`config.mk`:
```
export PLATFORM = sky130hd
export DESIGN_NAME = spab_div
export DESIGN_NICKNAME = d
export VERILOG_FILES = /design/src/rtl/core/spab_pkg.sv /design/src/rtl/core/spab_div.sv
export SDC_FILE = /design/constraint.sdc
export NUM_CORES = 2
export LEC_CHECK = 0
export BUFFER_PORTS_ARGS = -buffer_cell sky130_fd_sc_hd__buf_2
export CORE_ASPECT_RATIO = 1.4
export CORE_MARGIN = 1.5
export CORE_UTILIZATION = 45
export CTS_CLUSTER_SIZE = 28
export DETAILED_ROUTE_END_ITERATION = 6
export PLACE_DENSITY = 0.64
export SKIP_CTS_REPAIR_TIMING = 1
export SLEW_MARGIN = 20
export SYNTH_ARGS = -nofsm -noshare
export SYNTH_HDL_FRONTEND = slang
export SYNTH_SLANG_ARGS = --single-unit
```
`constraint.sdc`:
```
create_clock -name clk -period 46.8 [get_ports clk]
set_clock_uncertainty 0.2 [all_clocks]
set_input_delay 0 -clock clk [delete_from_list [all_inputs] [get_ports clk]]
set_output_delay 0 -clock clk [all_outputs]
set_load 0.01 [all_outputs]
```
`src/rtl/core/spab_pkg.sv`:
```
// ----------------------------------------------------------------------------
// spab_pkg
// Shared constants for the sprite pixel blender: depth codes, register
// indexes, channel widths and the reciprocal used for division by 255.
// ----------------------------------------------------------------------------
package spab_pkg;

	localparam int PIX_W  = 8;
	localparam int NCHAN  = 3;
	localparam int PROD_W = 2 * PIX_W;
	localparam int NUM_W  = 3 * PIX_W;

	localparam logic [PIX_W-1:0] MAX_V = 8'd255;

	// ceil(2^32 / 255), exact floor division by 255 for 24-bit values
	localparam int RECIP_SHIFT = 32;
	localparam int RECIP_W     = 25;
	localparam logic [RECIP_W-1:0] RECIP_255 = 25'd16843010;

	localparam logic [1:0] DEPTH_8  = 2'd0;
	localparam logic [1:0] DEPTH_16 = 2'd1;
	localparam logic [1:0] DEPTH_32 = 2'd2;

	localparam logic REG_DEPTH = 1'b0;
	localparam logic REG_KEY   = 1'b1;

endpackage

```
`src/rtl/core/spab_div.sv`:
```
// ----------------------------------------------------------------------------
// spab_div
// Pipelined restoring divider: several dividends over one shared 8-bit
// divisor, BPS quotient bits per stage, with a sideband that rides along.
// ----------------------------------------------------------------------------
module spab_div #(
	parameter int LANES = 6,
	parameter int DW    = 24,
	parameter int BPS   = 4,
	parameter int SW    = 42
) (
	input  logic                          clk,
	input  logic                          arst_n,
	input  logic                          in_valid,
	output logic                          in_ready,
	input  logic [LANES-1:0][DW-1:0]      in_num,
	input  logic [spab_pkg::PIX_W-1:0]    in_den,
	input  logic [SW-1:0]                 in_side,
	output logic                          out_valid,
	input  logic                          out_ready,
	output logic [LANES-1:0][DW-1:0]      out_quo,
	output logic [SW-1:0]                 out_side
);
	import spab_pkg::*;

	localparam int NS = DW / BPS;

	logic                              v_q    [NS];
	logic [NS:0]                       en;
	logic [LANES-1:0][DW-1:0]          x_q    [NS];
	logic [LANES-1:0][PIX_W-1:0]       r_q    [NS];
	logic [PIX_W-1:0]                  den_q  [NS];
	logic [SW-1:0]                     side_q [NS];

	always_comb begin
		en[NS] = out_ready;
		for (int k = NS - 1; k >= 0; k--) begin
			en[k] = !v_q[k] || en[k+1];
		end
	end

	for (genvar k = 0; k < NS; k++) begin : g_stage
		logic                          v_i;
		logic [LANES-1:0][DW-1:0]      x_i;
		logic [LANES-1:0][PIX_W-1:0]   r_i;
		logic [PIX_W-1:0]              den_i;
		logic [SW-1:0]                 side_i;
		logic [LANES-1:0][DW-1:0]      x_n;
		logic [LANES-1:0][PIX_W-1:0]   r_n;

		if (k == 0) begin : g_first
			assign v_i    = in_valid;
			assign x_i    = in_num;
			assign r_i    = '0;
			assign den_i  = in_den;
			assign side_i = in_side;
		end else begin : g_next
			assign v_i    = v_q[k-1];
			assign x_i    = x_q[k-1];
			assign r_i    = r_q[k-1];
			assign den_i  = den_q[k-1];
			assign side_i = side_q[k-1];
		end

		always_comb begin
			logic [DW-1:0]    x;
			logic [PIX_W-1:0] r;
			logic [PIX_W:0]   t;
			for (int l = 0; l < LANES; l++) begin
				x = x_i[l];
				r = r_i[l];
				for (int b = 0; b < BPS; b++) begin
					t = {r, x[DW-1]};
					x = {x[DW-2:0], 1'b0};
					if (t >= {1'b0, den_i}) begin
						t    = t - {1'b0, den_i};
						x[0] = 1'b1;
					end
					r = t[PIX_W-1:0];
				end
				x_n[l] = x;
				r_n[l] = r;
			end
		end

		always_ff @(posedge clk or negedge arst_n) begin
			if (!arst_n) begin
				v_q[k] <= 1'b0;
			end else if (en[k]) begin
				v_q[k] <= v_i;
			end
		end

		always_ff @(posedge clk) begin
			if (en[k]) begin
				x_q[k]    <= x_n;
				r_q[k]    <= r_n;
				den_q[k]  <= den_i;
				side_q[k] <= side_i;
			end
		end
	end

	assign in_ready  = en[0];
	assign out_valid = v_q[NS-1];
	assign out_quo   = x_q[NS-1];
	assign out_side  = side_q[NS-1];

endmodule

```
# Yosys cells after proc, flatten, opt, wreduce, memory -nomap -nowiden

Memories as Yosys holds them, arrays and structs flattened.
Index checks and enable logic that the tools add are counted.

Bits in registers: 6
Bits in writable memories: 1452
Input bits: 198
Output and inout bits: 188
Word-level logic and storage cells: 610
Memories kept: 4

Memories:

| memory | words | width | read ports | clocked after memory_dff | write ports | RTL line       | text |
|---|---|---|---|---|---|---|---|
| x_q    | 6     | 144   | 6          | 0                        | 6           | spab_div.sv:30 | `logic [LANES-1:0][DW-1:0] x_q [NS];` |
| r_q    | 6     | 48    | 5          | 0                        | 6           | spab_div.sv:31 | `logic [LANES-1:0][PIX_W-1:0] r_q [NS];` |
| side_q | 6     | 42    | 6          | 0                        | 6           | spab_div.sv:33 | `logic [SW-1:0] side_q [NS];` |
| den_q  | 6     | 8     | 5          | 0                        | 6           | spab_div.sv:32 | `logic [PIX_W-1:0] den_q [NS];` |

Add/sub/neg operators: 144
$lt $le $gt $ge: 144
Muxes and demuxes: 300
Reduce and logical (&&, ||, !) cells: 12

Operator list:

| operator                                       | count |
|---|---|
| 9-bit by 8-bit >= comparator with 1-bit output | 138 |
| 8-bit 2-to-1 mux                               | 144 |
| 8-bit subtractor                               | 138 |
| 1-bit 2-to-1 mux                               | 156 |
| 1-bit by 8-bit >= comparator with 1-bit output | 6 |
| 1-bit by 8-bit subtractor with 8-bit output    | 6 |
| 1-bit zero test                                | 6 |
| 1-bit logical OR                               | 6 |

# Longest topological paths before layout

Depth in word-level cells: 9
Mapped depth: 47
Gate-level depth less buffers: 45

# Worst setup path before layout

No wires, ideal clock.

Path type: register to register
From: reg v_q (netlist bit out_valid)
To: mem den_q[0][0], enable pin
Library setup time: 2.508 ns
Data arrival time: 13.644 ns
Slack: 30.448 ns
Stages on the path, launching flop included: 5
Clock period less this slack: 16.352 ns
Cells stage by stage: dfrtp_1 > nor2b_1 > nand3_1 > nor2_1 > nand3_1

RTL lines:

| element                          | RTL line       | text |
|---|---|---|
| start: declaration               | spab_div.sv:28 | `logic v_q [NS];` |
| start signal: indexed assignment | spab_div.sv:90 | `v_q[k] <= v_i;` |
| end: declaration                 | spab_div.sv:32 |  |

==> impl_metrics.csv <==
group,metric,value,unit
setup_path,required,47.15,ns
layout,seq_area,42100,um2
clocking,cts_tree,"built",
yosys,async_flop_share,0.428,%
yosys,synth-main-ff-cell,"edfxtp_1",
detailed_routing,dr.first_iter.drc_count,3589,
setup_path,reg2reg_slack,35.27,ns
timing,tightestPinTransition,1.21,ns
setup_path,worstSetupPathType,"register to register",
setup_path,critPathSlowestCell,"a211oi_2",
setup_path,critical_path_buf_inv_count,6,
setup_path,startpoint_type,"register",
timing,setup_viol,0,
yosys,synth_top_family_by_area,"adder cells",
job,maxCapViolations,0,
timing,rsz0062_at_grt,"false",
detailed_routing,topRoutingLayerUsed,"met5",
yosys,synth_simple_gate_area_share,11.0,%
detailed_routing,vias,71500,
status,outcome,"finished with violations",
clocking,clock_sinks,1402,
timing,max-slew-margin-rel,19.3,%
place,hpwl,180000,um
yosys,ys_seq_area_share,43.4,%
clocking,cts-buffers-inserted,158,
timing,fmax,86.7,MHz
layout,drive_above_1_share,12.0,%
layout,final.fill_count,18900,
global_route,grtUsageTotal,22.1,%
floorplan,die_h,552,um
timing,period_share,24.6,%
clocking,clock_latency,0.82,ns
place,gp_congestion,0.914,
yosys,synth.distinct_cells,89,
yosys,syn_inst,8938,
floorplan,dieWidth,395,um
yosys,synth_compound_area_share,14.0,%
timing,hold_slack,-0.0189,ns
floorplan,start_util,45.2,%
yosys,synthAdderAreaFrac,17.1,%
yosys,synthXorXnorAreaFrac,5.65,%
global_route,gr-total-overflow,0,
layout,area_growth,15.3,%
floorplan,core_region_area,214000,um2
timing,slew_viol_final,0,
clocking,clock-root-buffer,"clkbuf_16",
timing,finalHoldViolations,1,
clocking,cts.clk_slew.worst_paths,0.07,ns
status,violations,"hold timing",
clocking,ctsHtreeMaxLevel,4,
yosys,synth_edf_count,1396,
setup_path,critPathCaptureType,"register",
detailed_routing,dr.pass1.iters,7,
global_route,grt_pass1_vias,71400,
detailed_routing,post-route-drc-count,0,
floorplan,ios,386,
global_route,grt_pass1_wl,386000,um
detailed_routing,wl_met3,11000,um
worst_hold_path,min_path_type,"input pin to register",
yosys,ys_warn_count,0,
place,port_buffers,385,
detailed_routing,drt-met1-wl,104000,um
floorplan,rows,201,
setup_path,arrival,11.88,ns
setup_path,cp_top_family,"compound AO/OA/AOI/OAI gates",
clocking,cts_buffer_depth,4,
layout,multiInputGateArea,51600,um2
setup_path,cp_max_fo,25,
floorplan,die_area,218000,um2
yosys,ys_ff_latch,1402,
layout,final_nets,11300,
setup_path,crit_path_end,"r_q[2][38]$_DFFE_PP_",
setup_path,cp.depth,41,
timing,finalCriticalPeriod,11.53,ns
detailed_routing,wire_per_inst,19.5,um
setup_path,rr_worst_depth,41,
global_route,grt_max_degree,139,
yosys,syn_nets,10400,
setup_path,cp_slowest_stage_delay,0.77,ns
detailed_routing,drt-total-wl,249000,um
detailed_routing,antenna_left,0,
detailed_routing,via_per_inst,5.59,
yosys,synth_area,96900,um2
setup_path,critPathMostFrequentCell,"o21ai_0",
yosys,synthMuxAreaShare,5.29,%
detailed_routing,wl_met2,125000,um
timing,setup_tns,0,ns
setup_path,reg2reg_from,"den_q[1][1]$_DFFE_PP_",
setup_path,startpoint,"den_q[1][1]$_DFFE_PP_",
global_route,antenna_found_initial,8,
setup_path,worstReg2RegEnd,"r_q[2][38]$_DFFE_PP_",
yosys,avgSynthCellArea,10.8,um2
synthesized netlist by cell type (163+ instances only):
cell	n	area, um2
edfxtp_1	1396	41900
ha_1	1116	14000
inv_1	771	2890
o21ai_0	605	3030
a21oi_1	602	3010
nor2_1	583	2190
nand2_1	452	1700
xnor2_1	403	3530
mux2_2	325	3660
xor2_1	222	1940
nor2b_1	219	1370
a21o_1	180	1350
nor3_1	163	816
cell type report:
cell class	instances	area share [%]
Clock inverter	102	0.972
Multi-Input combinational cell	6635	46.1
Clock buffer	178	3.62
Tap cell	2842	3.18
Sequential cell	1402	37.7
Antenna cell	4	0.00896
Timing Repair Buffer	855	5.76
Inverter	788	2.66
kinds of logic (layout without fill, tap and decap cells):
kind of cell | count (synthesis) | count (layout)
AO/OA/AOI/OAI | 2150 | 2150
AND/OR/NAND/NOR | 2141 | 2141
buffers and inverters | 901 | 1923
flip-flops | 1402 | 1402
multiplexers | 471 | 471
XOR/XNOR | 625 | 625
adder cells (fa/ha/maj) | 1248 | 1248
other | 0 | 4
worst register-to-register path, delay by kind of cell, from the launching register on:
kind                     cells  cell delay [ns]
AO/OA/AOI/OAI               23             6.07
adder cells (fa/ha/maj)      4             1.33
buffers and inverters        6             1.46
flip-flops                   1             0.36
AND/OR/NAND/NOR              8             1.88
state kept, by name, indices dropped and copies added, names as in the netlist:
signal       count
x_q            864
side_q         252
r_q            240
den_q           40
g_stage.v_i      5
out_valid        1
cells in the final DEF, fill, tap and decap left out, drive strengths merged, types with 21 or more instances in the layout:
cell / netlist / final
nor4: 35 / 35
o31a: 25 / 25
and3: 49 / 49
nor2: 583 / 583
or2: 78 / 78
o21a: 141 / 141
buf: 14 / 484
a21oi: 604 / 604
or3: 48 / 48
o311ai: 25 / 25
a21boi: 61 / 61
edfxtp: 1396 / 1396
o21ai: 611 / 611
a21o: 180 / 180
a31oi: 22 / 22
nor3: 166 / 166
nor2b: 219 / 219
fa: 132 / 132
o31ai: 61 / 61
nand2: 452 / 452
mux2i: 145 / 145
a22oi: 42 / 42
inv: 780 / 788
o21bai: 89 / 89
a211oi: 56 / 56
o22ai: 22 / 22
nand3: 139 / 139
nand4: 147 / 147
nand2b: 138 / 138
o22a: 21 / 21
clkbuf: 99 / 178
dlygate4sd3: 0 / 371
xnor2: 403 / 403
clkinv: 8 / 67
o221ai: 24 / 24
xor2: 222 / 222
ha: 1116 / 1116
mux2: 326 / 326
and2: 22 / 22
through the flow:
step / worst slack (ns) / hold slack [ns] / area [um2] / instances / util, %
after global placement: 35.58 / -0.369 / 103000 / 12200 / 48.0
final: 35.27 / -0.0189 / 112000 / 12800 / 52.1
after detailed placement: 35.34 / -0.365 / 103000 / 12200 / 48.0
after global routing: 34.16 / 0.00107 / 112000 / 12800 / 52.1
after CTS: 35.30 / -1.27 / 108000 / 12400 / 50.4
after floorplan: 30.45 / -0.496 / 96900 / 8938 / -
per-layer routing:
layer  vias to the layer above  track usage, %
met5                         -               0
met4                         4            8.59
met3                       545            2.88
met2                      1690            39.6
met1                     34400            26.6
li1                      34900               -
worst min path at each step:
stage                                       endpoint       start  cells after the start  slack (ns)
after floorplan           g_stage[1].v_i$_DFFE_PN0P_      arst_n                      0       -0.50
after global placement         out_valid$_DFFE_PN0P_      arst_n                      1       -0.37
after detailed placement  g_stage[1].v_i$_DFFE_PN0P_      arst_n                      1       -0.37
after CTS                 g_stage[1].v_i$_DFFE_PN0P_      arst_n                      1       -1.27
after global routing            r_q[0][16]$_DFFE_PP_  in_num[68]                      4       0.001
final                            x_q[0][2]$_DFFE_PP_  in_num[22]                      8       -0.02
Power is left out: the tool's default activity adds up to more than one toggle a clock period on the data nets, which glitch-free logic cannot reach.
